`src/button_click_classifier_top_macros.svh`:
```
// Assertion macros shared by the button click classifier RTL.
// Each macro expects signals named clk and rst_n in the including module.
`ifndef BUTTON_CLICK_CLASSIFIER_TOP_MACROS_SVH
`define BUTTON_CLICK_CLASSIFIER_TOP_MACROS_SVH

// Same-cycle implication, checked outside reset.
`define BCC_ASSERT_IMP(lbl, ante, cons) \
  lbl: assert property (@(posedge clk) disable iff (!rst_n) (ante) |-> (cons)) \
    else $error("button click classifier: implication violated");

// Next-cycle implication, checked outside reset.
`define BCC_ASSERT_NXT(lbl, ante, cons) \
  lbl: assert property (@(posedge clk) disable iff (!rst_n) (ante) |=> (cons)) \
    else $error("button click classifier: next-cycle implication violated");

`endif

```
`src/bcc_pkg.sv`:
```
// Package for the button click classifier: widths, limits, register codes,
// and the configuration and result structs. Depends on nothing.
package bcc_pkg;

  localparam int TIME_W = 31;
  localparam int EL_W   = 20;
  localparam int CNT_W  = 8;
  localparam int CIDX_W = 2;

  localparam logic [TIME_W-1:0] TIME_MAX  = {TIME_W{1'b1}};
  localparam logic [CNT_W-1:0]  COUNT_MAX = {CNT_W{1'b1}};

  localparam logic [TIME_W-1:0] LONG_PRESS_RST  = TIME_W'(3000000);
  localparam logic [TIME_W-1:0] ANTI_BOUNCE_RST = TIME_W'(30000);
  localparam logic [TIME_W-1:0] RELEASE_GAP_RST = TIME_W'(120000);

  typedef enum logic [CIDX_W-1:0] {
    CFG_LONG_PRESS  = 2'd0,
    CFG_ANTI_BOUNCE = 2'd1,
    CFG_RELEASE_GAP = 2'd2,
    CFG_ENABLED     = 2'd3
  } cfg_idx_t;

  typedef struct packed {
    logic [TIME_W-1:0] long_press_time;
    logic [TIME_W-1:0] anti_bounce_time;
    logic [TIME_W-1:0] release_gap;
    logic              enabled;
  } cfg_t;

  typedef struct packed {
    logic              press_event;
    logic              long_press_event;
    logic              click_event;
    logic              double_click_event;
    logic              multi_click_event;
    logic [CNT_W-1:0]  click_total;
    logic              release_event;
    logic [TIME_W-1:0] hold_duration;
  } result_t;

endpackage

```
`src/bcc_core.sv`:
```
// Classification logic and button state registers of the click classifier.
// Depends on bcc_pkg and the shared assertion macros.
`include "button_click_classifier_top_macros.svh"

module bcc_core (
  input  logic                     clk,
  input  logic                     rst_n,
  input  logic                     in_fire,
  input  logic                     pressed,
  input  logic [bcc_pkg::EL_W-1:0] elapsed_us,
  input  bcc_pkg::cfg_t            cfg,
  output bcc_pkg::result_t         res
);
  import bcc_pkg::*;

  logic              press_announced_r, press_announced_nxt;
  logic [TIME_W-1:0] hold_time_r, hold_time_nxt;
  logic [TIME_W-1:0] last_hold_time_r, last_hold_time_nxt;
  logic              long_announced_r, long_announced_nxt;
  logic [TIME_W-1:0] release_time_r, release_time_nxt;
  logic              click_pending_r, click_pending_nxt;
  logic [CNT_W-1:0]  click_counter_r, click_counter_nxt;
  logic              release_announced_r, release_announced_nxt;

  logic [TIME_W:0]   hold_sum, rel_sum;
  logic [TIME_W-1:0] hold_acc, rel_acc;
  logic [CNT_W-1:0]  cnt_inc, cnt_tmp;
  logic              is_click, pend_tmp, gap_hit;

  assign hold_sum = {1'b0, hold_time_r} + {{(TIME_W+1-EL_W){1'b0}}, elapsed_us};
  assign rel_sum  = {1'b0, release_time_r} + {{(TIME_W+1-EL_W){1'b0}}, elapsed_us};
  assign hold_acc = hold_sum[TIME_W] ? TIME_MAX : hold_sum[TIME_W-1:0];
  assign rel_acc  = rel_sum[TIME_W] ? TIME_MAX : rel_sum[TIME_W-1:0];
  assign is_click = (hold_time_r > cfg.anti_bounce_time) &&
                    (hold_time_r < cfg.long_press_time);
  assign cnt_inc  = (click_counter_r != COUNT_MAX) ? click_counter_r + CNT_W'(1)
                                                   : click_counter_r;
  assign cnt_tmp  = is_click ? cnt_inc : click_counter_r;
  assign pend_tmp = click_pending_r | is_click;
  assign gap_hit  = rel_acc > cfg.release_gap;

  always_comb begin
    press_announced_nxt   = press_announced_r;
    hold_time_nxt         = hold_time_r;
    last_hold_time_nxt    = last_hold_time_r;
    long_announced_nxt    = long_announced_r;
    release_time_nxt      = release_time_r;
    click_pending_nxt     = click_pending_r;
    click_counter_nxt     = click_counter_r;
    release_announced_nxt = release_announced_r;
    res                   = '0;
    if (cfg.enabled) begin
      if (pressed) begin
        if (!press_announced_r) begin
          press_announced_nxt = 1'b1;
          res.press_event     = 1'b1;
        end
        hold_time_nxt      = hold_acc;
        last_hold_time_nxt = hold_acc;
        if ((hold_acc > cfg.long_press_time) && !long_announced_r) begin
          long_announced_nxt   = 1'b1;
          res.long_press_event = 1'b1;
          click_counter_nxt    = '0;
          click_pending_nxt    = 1'b0;
        end
        release_announced_nxt = 1'b0;
        release_time_nxt      = '0;
      end else begin
        press_announced_nxt = 1'b0;
        click_pending_nxt   = pend_tmp;
        click_counter_nxt   = cnt_tmp;
        release_time_nxt    = rel_acc;
        if (pend_tmp && gap_hit) begin
          res.click_event        = (cnt_tmp < CNT_W'(2));
          res.double_click_event = !(cnt_tmp < CNT_W'(2));
          res.multi_click_event  = 1'b1;
          res.click_total        = cnt_tmp;
          click_pending_nxt      = 1'b0;
          click_counter_nxt      = '0;
        end
        if (gap_hit && !release_announced_r) begin
          release_announced_nxt = 1'b1;
          res.release_event     = 1'b1;
          res.hold_duration     = last_hold_time_r;
        end
        hold_time_nxt      = '0;
        long_announced_nxt = 1'b0;
      end
    end else begin
      hold_time_nxt      = '0;
      long_announced_nxt = 1'b0;
    end
  end

  always_ff @(posedge clk) begin
    if (!rst_n) begin
      press_announced_r   <= 1'b0;
      hold_time_r         <= '0;
      last_hold_time_r    <= '0;
      long_announced_r    <= 1'b0;
      release_time_r      <= '0;
      click_pending_r     <= 1'b0;
      click_counter_r     <= '0;
      release_announced_r <= 1'b1;
    end else if (in_fire) begin
      press_announced_r   <= press_announced_nxt;
      hold_time_r         <= hold_time_nxt;
      last_hold_time_r    <= last_hold_time_nxt;
      long_announced_r    <= long_announced_nxt;
      release_time_r      <= release_time_nxt;
      click_pending_r     <= click_pending_nxt;
      click_counter_r     <= click_counter_nxt;
      release_announced_r <= release_announced_nxt;
    end
  end

  `BCC_ASSERT_IMP(a_long_needs_press, long_announced_r, press_announced_r)
  `BCC_ASSERT_IMP(a_pending_has_count, click_pending_r, click_counter_r != '0)
  `BCC_ASSERT_IMP(a_run_report, in_fire && res.multi_click_event,
                  (res.click_total != '0) && (res.click_event != res.double_click_event))
  `BCC_ASSERT_NXT(a_disable_clears, in_fire && !cfg.enabled,
                  (hold_time_r == '0) && !long_announced_r)

endmodule

```
`src/bcc_outbuf.sv`:
```
// Result register with a skid stage for the click classifier output channel.
// Depends on bcc_pkg and the shared assertion macros.
`include "button_click_classifier_top_macros.svh"

module bcc_outbuf (
  input  logic             clk,
  input  logic             rst_n,
  input  logic             in_fire,
  input  bcc_pkg::result_t res,
  output logic             in_ready,
  output logic             out_valid,
  input  logic             out_ready,
  output bcc_pkg::result_t out_res
);
  import bcc_pkg::*;

  logic    out_valid_r, skid_valid_r;
  result_t out_data_r, skid_data_r;
  logic    out_fire;

  assign out_fire  = out_valid_r && out_ready;
  assign in_ready  = !skid_valid_r;
  assign out_valid = out_valid_r;
  assign out_res   = out_data_r;

  always_ff @(posedge clk) begin
    if (!rst_n) begin
      out_valid_r  <= 1'b0;
      skid_valid_r <= 1'b0;
    end else begin
      if (skid_valid_r && out_fire) begin
        out_data_r   <= skid_data_r;
        skid_valid_r <= 1'b0;
      end else if (in_fire) begin
        if (!out_valid_r || out_fire) begin
          out_data_r  <= res;
          out_valid_r <= 1'b1;
        end else begin
          skid_data_r  <= res;
          skid_valid_r <= 1'b1;
        end
      end else if (out_fire) begin
        out_valid_r <= 1'b0;
      end
    end
  end

  `BCC_ASSERT_IMP(a_skid_behind_out, skid_valid_r, out_valid_r)
  `BCC_ASSERT_NXT(a_no_lost_result, out_valid_r && !out_ready, out_valid_r)
  `BCC_ASSERT_NXT(a_skid_drains, skid_valid_r && out_fire, !skid_valid_r && out_valid_r)

endmodule

```
`src/button_click_classifier_top.sv`:
```
// Top level of the button click classifier: configuration registers and the
// classifier core feeding the result buffer. Depends on bcc_pkg, bcc_core, bcc_outbuf.
//
// Usage: each input item is one sample of the button level (in_pressed) plus the
// microseconds since the previous sample (in_elapsed_us), sent over a valid/ready
// channel. Every accepted item yields exactly one result item on the out_ channel
// carrying the press, long-press, click, double/multi-click and release flags.
// Results are registered in the output buffer. Throughput is one item per cycle while
// in_ready is high; the whole classification is a single pass of a 31-bit saturating
// add followed by a compare against the limits. When the receiver stalls, the result
// register holds and a skid stage takes one more item; in_ready drops only while the
// skid stage is full. The cfg_ channel writes the four registers (long press time,
// anti-bounce time, release gap, enable) by index; cfg_ready is always high. The user
// must make writes only while the block is idle; the block does not enforce it.
// Synchronous reset loads the default limits, enables detection, clears the button
// state but sets the release flag, and empties the output buffers.
module button_click_classifier_top (
  input  logic                        clk,
  input  logic                        rst_n,
  input  logic                        in_valid,
  output logic                        in_ready,
  input  logic                        in_pressed,
  input  logic [bcc_pkg::EL_W-1:0]    in_elapsed_us,
  output logic                        out_valid,
  input  logic                        out_ready,
  output logic                        out_press_event,
  output logic                        out_long_press_event,
  output logic                        out_click_event,
  output logic                        out_double_click_event,
  output logic                        out_multi_click_event,
  output logic [bcc_pkg::CNT_W-1:0]   out_click_total,
  output logic                        out_release_event,
  output logic [bcc_pkg::TIME_W-1:0]  out_hold_duration,
  input  logic                        cfg_valid,
  output logic                        cfg_ready,
  input  logic [bcc_pkg::CIDX_W-1:0]  cfg_index,
  input  logic [bcc_pkg::TIME_W-1:0]  cfg_data
);
  import bcc_pkg::*;

  cfg_t    cfg_r;
  result_t res, out_res;
  logic    in_fire;

  assign cfg_ready = 1'b1;
  assign in_fire   = in_valid && in_ready;

  always_ff @(posedge clk) begin
    if (!rst_n) begin
      cfg_r.long_press_time  <= LONG_PRESS_RST;
      cfg_r.anti_bounce_time <= ANTI_BOUNCE_RST;
      cfg_r.release_gap      <= RELEASE_GAP_RST;
      cfg_r.enabled          <= 1'b1;
    end else if (cfg_valid) begin
      unique case (cfg_idx_t'(cfg_index))
        CFG_LONG_PRESS:  cfg_r.long_press_time  <= cfg_data;
        CFG_ANTI_BOUNCE: cfg_r.anti_bounce_time <= cfg_data;
        CFG_RELEASE_GAP: cfg_r.release_gap      <= cfg_data;
        CFG_ENABLED:     cfg_r.enabled          <= cfg_data[0];
        default:         cfg_r                  <= cfg_r;
      endcase
    end
  end

  bcc_core u_core (
    .clk        (clk),
    .rst_n      (rst_n),
    .in_fire    (in_fire),
    .pressed    (in_pressed),
    .elapsed_us (in_elapsed_us),
    .cfg        (cfg_r),
    .res        (res)
  );

  bcc_outbuf u_outbuf (
    .clk       (clk),
    .rst_n     (rst_n),
    .in_fire   (in_fire),
    .res       (res),
    .in_ready  (in_ready),
    .out_valid (out_valid),
    .out_ready (out_ready),
    .out_res   (out_res)
  );

  assign out_press_event        = out_res.press_event;
  assign out_long_press_event   = out_res.long_press_event;
  assign out_click_event        = out_res.click_event;
  assign out_double_click_event = out_res.double_click_event;
  assign out_multi_click_event  = out_res.multi_click_event;
  assign out_click_total        = out_res.click_total;
  assign out_release_event      = out_res.release_event;
  assign out_hold_duration      = out_res.hold_duration;

endmodule
```
`config.mk`:
```
export PLATFORM = sky130hd
export DESIGN_NAME = button_click_classifier_top
export DESIGN_NICKNAME = d
export VERILOG_FILES = /design/src/bcc_pkg.sv /design/src/bcc_core.sv /design/src/bcc_outbuf.sv /design/src/button_click_classifier_top.sv
export VERILOG_INCLUDE_DIRS = /design/src /design/src/src
export SDC_FILE = /design/constraint.sdc
export NUM_CORES = 1
export LEC_CHECK = 0
export BUFFER_PORTS_ARGS = -buffer_cell sky130_fd_sc_hd__buf_2
export CAP_MARGIN = 20
export CORE_MARGIN = 1
export CORE_UTILIZATION = 56
export DETAILED_ROUTE_END_ITERATION = 12
export PLACE_DENSITY = 0.84
export SYNTH_ARGS = -nofsm -noshare
export SYNTH_HDL_FRONTEND = slang
export SYNTH_HIERARCHICAL = 1
export SYNTH_SLANG_ARGS = --single-unit
export TNS_END_PERCENT = 30
```
`constraint.sdc`:
```
create_clock -name clk -period 4.9 [get_ports clk]
set_input_delay 0.245 -clock clk [delete_from_list [all_inputs] [get_ports clk]]
set_output_delay 0.245 -clock clk [all_outputs]
set_load 0.01 [all_outputs]
```
Word level (Yosys, flattened, before mapping)
Index checks and enable logic that the tools add are counted.
Word-level totals
  bits of input ports: 59
  memory bits (writable): 0
  bits in latches: 0
  bits in registers: 291
  output and inout port bits: 48
  logic and storage cells: 113
  memory bits (read-only): 0
  memories: 0
Operators by class
  $add $sub $neg: 3
  multiplexer cells: 32
  multiply operators: 0
  divide/modulo/power cells: 0
  shift operators: 0
  reductions and logical operators: 32
  bitwise operators: 4
  magnitude comparators: 5
  equal/unequal tests: 7
Operator list (count)
  two-way mux 45 bit: 4
  two-way mux 31 bit: 5
  greater-than comparator 31 bit: 3
  adder 31 x 20 -> 32 bit: 2
  two-way mux 43 bit: 1
  two-way mux 8 bit: 5
  two-way mux 32 bit: 1
  < comparator 31 bit: 1
  AND reduction 3 bit: 5
  two-way mux 1 bit: 14
  AND reduction 2 bit: 7
  two-way mux 11 bit: 1
  adder 8 x 1 -> 8 bit, second input constant: 1
  < comparator 8 x 2 -> 1 bit, second input constant: 1
  inequality test 8 bit, second input constant: 1
  nonzero test 2 bit: 4
  logical AND 1 bit: 7
  logical NOT 1 bit: 5
  == test 2 bit, second input constant: 2
  inequality test 2 x 1 -> 1 bit, second input constant: 2
  AND reduction 4 bit: 1
  inequality test 3 x 2 -> 1 bit, second input constant: 1
  NOT 1 bit: 3
  == test 2 x 1 -> 1 bit, second input constant: 1
  5 further kinds: 5

Logic depth before layout (Yosys ltp)
Gate-level depths: netlist of the first run.
  depth after elaboration: 11
  depth in mapped cells: 25
  gate-level depth less buffers: 24

Modules after synthesis
The synthesis of the first run kept the hierarchy.
Modules (own cells, without submodules)
  bcc_core: area each 10143.5 µm², sequential area each 2102.0 µm², cells an instance 1308, instances 1
  button_click_classifier_top: area each 3639.7 µm², sequential area each 1881.8 µm², cells an instance 361, instances 1
  bcc_outbuf: area each 3520.9 µm², sequential area each 2742.6 µm², cells an instance 155, instances 1

Least setup slack after synthesis of the first run
OpenSTA, ideal clock, no wires.
  path type: flip-flop to flip-flop
  from: register u_core.release_time_r[0]
  to: register u_outbuf.out_data_r, in the netlist u_outbuf/out_res[22] (data pin)
  clock period less this slack: 4.865 ns
  stages on the path, launching flop included: 25
  arrival: 4.737 ns
  setup slack: 0.035 ns
  path buffers: 2
  required time: 4.771 ns
  library setup time: 0.129 ns
  cells stage by stage: dfxtp_1 -> ha_1 -> inv_1 -> fa_1 -> nand2b_1 -> a21oi_1 -> o31ai_1 -> a31oi_2 -> a41oi_2 -> o21ai_2 -> and2_1 -> clkbuf_1 -> and3_1 -> o21ai_1 -> ha_1 -> and3_1 -> nand4_1 -> or4_1 -> a21oi_1 -> o22ai_2 -> nor3b_2 -> and2b_1 -> buf_2 -> and2_1 -> mux2_4
RTL lines
  from (decl): RTL line bcc_core.sv:20  | logic [TIME_W-1:0] release_time_r, release_time_nxt;
  from (signal assigned): RTL line bcc_core.sv:110  | release_time_r <= release_time_nxt;
  to (signal assigned): RTL line bcc_outbuf.sv:32  | out_data_r <= skid_data_r;
  to (signal assigned): RTL line bcc_outbuf.sv:36  | out_data_r <= res;
  to (decl): RTL line bcc_outbuf.sv:18  | result_t out_data_r, skid_data_r;

==> reports/metrics.csv, run 1 <==
metric,value,unit
status,finished with violations,
violations,setup timing,
setup_slack,-0.0764,ns
grt_max_degree,84,
drtPass1Iterations,6,
ios,107,
h-tree-depth,1,
seqCellArea,0.00673,mm2
syn_avg_cell_area,9.49,um2
required,5.33,ns
synth_fp_nets,2049,
pwr_density_cell,295,mW/mm2
antenna_found_initial,2,
fillers,2161,
clockBufferDepth,3,
grt_overflow,0,
vias_per_cell,5.95,
wl,45900,um
dieArea,0.0316,mm2
crit_type,reg2reg,
grt_pass1_vias,14300,
cts_tree,done,
multi_input_area,0.0100,mm2
synth_area,0.0173,mm2
finalSetupViolCount,35,
synthDistinctLibCells,92,
cap_violations,0,
dpl.hpwl,33900,um
die_w,178,um
yosys_register_bits,291,
startpoint_type,register,
rows,63,
final_common_cell,nand2_1,
cp.arrival,5.41,ns
start_util,57.6,%
ys.flop_type,dfxtp_1,
synth_top_area_cell,dfxtp_1,
endpoint_kind,register,
track_usage,28.8,%
final_cells,2491,
grt_pass1_wl,72500,um
ys_seq_area_share,38.9,%
fmax,201,MHz
yosysWarnings,6,
drt_iter0_markers,1346,
rsz0062_at_grt,true,
clkTransAtPathRegs,0.07,ns
syn_inst,1824,
wire_per_inst,18.4,um
design.core.area,0.0300,mm2
finalCriticalPeriod,4.98,ns
place_congestion,0.961,
critPathMaxFanout,5,
layout.nets,2302,
worst_slew_pin_slew,1.01,ns
dp.cells,2412,
ir_worst_vdd,0.260,mV
yosys.area.top_type_share,23.3,%
finClkSkew,0.0165,ns
synthToLayoutAreaGrowth,20.4,%
final.setup.tns,-1.35,ns
final_util,69.4,%
worst_hold_path_type,in2reg,
cts.sinks,291,
clkLatencyLatePin,0.56,ns
synth_edf_count,90,
netlist_top_cells_area,"dfxtp_1 (23%), edfxtp_1 (16%), ha_1 (12%)",
fp.dieH,178,um
drc,0,
finalCritPeriodShare,102,%
drive_gt1_share,23.0,%
layout.cells.most_common_list,"nand2_1 (209), dfxtp_1 (199), buf_4 (172)",
io_buffer_count,105,
numCtsBuffers,30,
whs,0.0236,ns
async_reset_ff_share,0,%
slew_viol_final,0,
vias,14800,
cts-root-buf,clkbuf_16,
hold_viol_final,0,
ant_nets,0,
leakage,9.58,nW
slew_headroom,32.6,%
-- cells in the mapped netlist (all sizes together) (3+ instances only) --
| cell | instances |
|---|---|
| a2111oi | 3 |
| a211oi | 22 |
| a21o | 55 |
| a21oi | 109 |
| a22o | 24 |
| a31oi | 26 |
| a41oi | 8 |
| and2 | 38 |
| and3 | 27 |
| and4 | 3 |
| buf | 41 |
| clkbuf | 36 |
| dfxtp | 201 |
| edfxtp | 90 |
| ha | 164 |
| inv | 139 |
| mux2 | 47 |
| mux2i | 89 |
| nand2 | 209 |
| nand2b | 9 |
| nand3 | 39 |
| nand4 | 34 |
| nand4b | 4 |
| nand4bb | 4 |
| nor2 | 100 |
| nor2b | 38 |
| nor3 | 25 |
| nor3b | 3 |
| nor4 | 6 |
| o2111ai | 4 |
| o211ai | 22 |
| o21a | 12 |
| o21ai | 83 |
| o21ba | 3 |
| o21bai | 5 |
| o31ai | 12 |
| or2 | 9 |
| or3 | 5 |
| xnor2 | 29 |
| xor2 | 13 |
-- path summary, 6_finish.rpt --
path | startpoint | end | slack (ns) | cells past startpoint
worst max-delay path | u_core/release_time_r[0] | u_outbuf/out_res[38] | -0.08 | 24
worst min-delay path | cfg_data[10] | cfg_r[42] | 0.02 | 3
worst max register to register | u_core/release_time_r[0] | u_outbuf/out_res[38] | -0.08 | 24
worst min register to register | cfg_r[56] | cfg_r[56] | 0.46 | 2
-- cell families (layout without fill, tap and decap cells) --
family | after synthesis | after routing | synth area share, %
fa+ha+maj | 166 | 166 | 12.1
xor+xnor | 42 | 42 | 2.13
buf+inv | 216 | 490 | 5.39
compound gates | 412 | 412 | 16.0
simple gates | 560 | 561 | 16.4
flops | 291 | 291 | 38.9
mux | 136 | 136 | 9.07
other cells | 1 | 3 | 0.0217
-- routing by layer --
metal / track usage (%) / up-vias / part of all wire, % / routed length (um)
li1: - / 7062 / - / -
met1: 38.9 / 7056 / 45 / 20500
met2: 46.5 / 590 / 45 / 20600
met3: 4.24 / 106 / 6.9 / 3190
met4: 11.0 / 0 / 3.4 / 1560
met5: 0 / - / 0 / 0
-- state kept, by name, summed over array words and instances, names as in the netlist, 8 cells and up --
register	cells
cfg_r	94
u_outbuf/skid_data_r	45
u_core/release_time_r	31
u_outbuf/out_res	45
u_core/click_counter_r	8
u_core/hold_time_r	31
u_core/last_hold_time_r	31
-- stage by stage --
stage | total power, W | instance area [um2] | setup WS (ns)
detailed placement | 0.00374 | 19200 | -0.518
global placement | 0.00369 | 19200 | -0.238
finish | 0.00614 | 20800 | -0.0764
floorplan | 0.00334 | 17300 | 0.0349
global route | 0.00636 | 20800 | -0.269
CTS | 0.00612 | 20500 | 0.000202
-- critical path, cell delays in order (launching register included) --
cell	delay, ns
dfxtp_2	0.35
ha_4	0.14
inv_2	0.04
fa_2	0.36
nand2b_4	0.16
a21oi_4	0.17
o31ai_4	0.08
a31oi_2	0.23
a41oi_2	0.20
o21ai_2	0.26
and2_4	0.20
and3_1	0.15
o21ai_1	0.06
ha_1	0.31
and3_4	0.18
nand4_1	0.10
or4_4	0.60
a21oi_4	0.16
o22ai_4	0.11
nor3b_2	0.22
buf_4	0.15
o21ai_4	0.07
buf_6	0.14
nor3b_4	0.21
mux2_4	0.18
-- area by class of cell --
type | count | share of cell area [%]
clock inverter | 10 | 0.667
timing repair buffer | 297 | 9.95
inverter | 139 | 2.50
sequential | 291 | 32.3
tap | 390 | 2.34
clock buffer | 44 | 4.16
multi-input combinational | 1318 | 48.1
antenna | 2 | 0.0240
-- power by group --
group | switching [W] | internal (W) | leakage, nW
Clock | 0.000978 | 0.00138 | 0.492
Sequential | 0.0000561 | 0.00257 | 2.53
Combinational | 0.000644 | 0.000505 | 6.56
-- what timing repair did --
action,CTS,global route
hold endpoints to repair,20,0
gates cloned,1,0
buffers inserted,3,5
resized for setup,31,55
endpoints found under the setup margin,96,94
hold buffers,14,0
pin swaps,11,39
Power figures use the tool's default switching activity.
==> run 2: changes to the inputs <==
--- a/config.mk
+++ b/config.mk
@@ -14,6 +14,5 @@
 export PLACE_DENSITY = 0.84
 export SYNTH_ARGS = -nofsm -noshare
 export SYNTH_HDL_FRONTEND = slang
-export SYNTH_HIERARCHICAL = 1
 export SYNTH_SLANG_ARGS = --single-unit
 export TNS_END_PERCENT = 30
==> reports/metrics.csv, run 2 <==
metric,value,unit
status,finished with violations,
violations,setup timing,
synth_most_common_cell,nand2_1,
synth_fa_ha_area_share,12.7,%
syn_avg_cell_area,8.91,um2
finalCritPeriodShare,107,%
synth_top_area_cell,dfxtp_1,
fp.dieH,174,um
synth_fp_nets,2075,
met2_length,24300,um
fillers,1999,
ios,107,
synthMuxAreaShare,2.87,%
antenna_found_initial,1,
placement.cell_area,0.0186,mm2
yosys_register_bits,291,
synth_area,0.0165,mm2
drive_gt1_share,24.9,%
slew_headroom,26.4,%
worst_slew_pin_slew,1.10,ns
layout.nets,2387,
ant_nets,0,
ir_worst_vdd,0.279,mV
top_register,cfg_r,
grt_max_degree,69,
wire_per_inst,20.1,um
synth_common_cells,"nand2_1 (298), dfxtp_1 (201), a21oi_1 (171)",
die_w,174,um
numCtsBuffers,30,
async_reset_ff_share,0,%
synth_simple_gate_area_share,17.5,%
grt_pass1_vias,15000,
cts_tree,done,
ys_seq_area_share,40.8,%
ys.flop_type,dfxtp_1,
yosys.area.top_type_share,24.4,%
grt_overflow,0,
startpoint_type,register,
worst_hold_path_type,in2reg,
leakage,9.05,nW
drc,0,
final_cell_area,0.0207,mm2
yosysWarnings,0,
final_common_cell,nand2_1,
start_util,57.1,%
finalSetupViolCount,69,
vias,15600,
whs,0.0359,ns
drt_iter0_markers,1569,
fmax,190,MHz
wl_met3,4530,um
crit_type,reg2reg,
clkLatencyLatePin,0.58,ns
rsz0062_at_grt,true,
drtPass1Iterations,8,
r2r_cells,22,
drt-met1-wl,20500,um
hold_viol_final,0,
track_usage,32.0,%
dpl.hpwl,34400,um
h-tree-depth,1,
dieArea,0.0301,mm2
design.core.area,0.0289,mm2
synthDistinctLibCells,83,
cap_violations,0,
critPathMaxFanout,4,
finalCriticalPeriod,5.27,ns
io_buffer_count,105,
r2r_start,u_core.hold_time_r[0],
synthXorXnorAreaFrac,2.71,%
regToRegSetupSlack,-0.37,ns
synthToLayoutAreaGrowth,25.6,%
wl,51500,um
synth_compound_area_share,18.4,%
cp-startpoint,u_core.hold_time_r[0],
slew_viol_final,0,
setup_slack,-0.367,ns
place_congestion,0.948,
clockBufferDepth,3,
syn_inst,1850,
vias_per_cell,6.08,
cts-root-buf,clkbuf_16,
rows,62,
clkTransAtPathRegs,0.07,ns
routed.top_layer,met4,
netlist_top_cells_area,"dfxtp_1 (24%), edfxtp_1 (16%), ha_1 (12%)",
synth_edf_count,90,
grt_pass1_wl,77500,um
final_util,71.7,%
synth_top_family_by_area,compound AO/OA/AOI/OAI gates,
finClkSkew,0.0307,ns
layout.cells.most_common_list,"nand2_1 (289), buf_4 (207), dfxtp_1 (199)",
cp.arrival,5.76,ns
endpoint_kind,register,
pwr_density_cell,297,mW/mm2
largest_register_ff_count,94,
r2r_end,u_core.click_counter_r[7],
critPathCapture,u_core.click_counter_r[7],
cts.sinks,291,
required,5.39,ns
-- run 2: cell types whose count changed in the layout (fill, tap and decap cells not counted), sizes merged, moves of 10 or more --
cell,delta
and3,-11
mux2,-11
dlygate4sd3,+18
a21oi,+67
mux2i,-83
nor2,+16
inv,-16
a21o,-15
nand2,+89
o21ai,+16
a31oi,-10
buf,+44
nor2b,-20
-- run 2: cell families (layout without fill, tap and decap cells) --
group / count (synthesis) / count (layout)
buffers and inverters: 203 / 535
XOR/XNOR: 51 / 51
adder cells (fa/ha/maj): 166 / 166
flip-flops: 291 / 291
multiplexers: 42 / 42
AO/OA/AOI/OAI: 473 / 473
other: 1 / 2
AND/OR/NAND/NOR: 623 / 623
-- run 2: timing repair --
item	CTS	global route
endpoints found under the hold margin	87	0
endpoints found under the setup margin	98	98
hold buffers	32	0
setup buffers	27	9
pin swaps	59	31
resized for setup	79	53
-- run 2: critical path: stages, from the launching register on --
cell and delay [ns]:
dfxtp_2 0.34, ha_4 0.16, fa_2 0.34, a21o_1 0.24, a2111oi_4 0.41, a211oi_2 0.16
o211ai_1 0.30, a41oi_2 0.20, and2b_2 0.31, nand2_4 0.10, xor2_2 0.17, nand2_1 0.09
ha_1 0.30, nand2_1 0.05, or3_4 0.39, nor4_4 0.28, nand2_1 0.15, o32a_1 0.33
nand2_2 0.13, a21oi_4 0.10, buf_6 0.15, or3b_4 0.37, a21oi_2 0.12
-- run 2: how the worst min path moves through the flow --
stage | from | depth (start not counted) | to | slack, ns
3_3_place_gp | u_core.last_hold_time_r[27] | 2 | u_core.last_hold_time_r[27] | 0.44
3_5_place_dp | cfg_r[58] | 2 | cfg_r[58] | 0.45
6_report | in_valid | 3 | u_outbuf.skid_valid_r | 0.04
5_1_grt | in_valid | 3 | u_outbuf.skid_valid_r | 0.06
4_1_cts | in_valid | 3 | u_outbuf.skid_valid_r | 0.008
2_1_floorplan | out_ready | 1 | u_outbuf.skid_valid_r | 0.35
-- run 2: per-stage QoR --
| stage | power, W | setup TNS [ns] | std cells | setup WS [ns] |
|---|---|---|---|---|
| floorplan | 0.00329 | -0.531 | 1850 | -0.0239 |
| global placement | 0.00368 | -34.67 | 2444 | -0.557 |
| detailed placement | 0.00373 | -44.62 | 2444 | -0.746 |
| CTS | 0.00606 | -3.84 | 2555 | -0.134 |
| global route | 0.00635 | -32.64 | 2567 | -0.561 |
| finish | 0.00615 | -13.50 | 2567 | -0.367 |
-- run 2: cell type report --
type                            instances  area, um2  area share, %
Clock buffer                           40        850           4.10
Multi-Input combinational cell       1356       9440           45.6
Tap cell                              384        480           2.32
Clock inverter                         12        133          0.641
Inverter                              124        469           2.27
Timing Repair Buffer                  359       2600           12.6
Sequential cell                       291       6730           32.5
Antenna cell                            1       2.50         0.0121
-- run 2: power breakdown --
group          total (W)  switching [W]  internal [W]
clock            0.00231       0.000995       0.00132
sequential       0.00262      0.0000527       0.00257
combinational    0.00122       0.000695      0.000521
total            0.00615        0.00174       0.00441
-- run 2: metal layers --
metal  up-vias  global-route usage, %
met5         -                      0
li1       7168                      -
met1      7355                   40.6
met4         0                   12.9
met2       888                   54.6
met3       198                   4.89
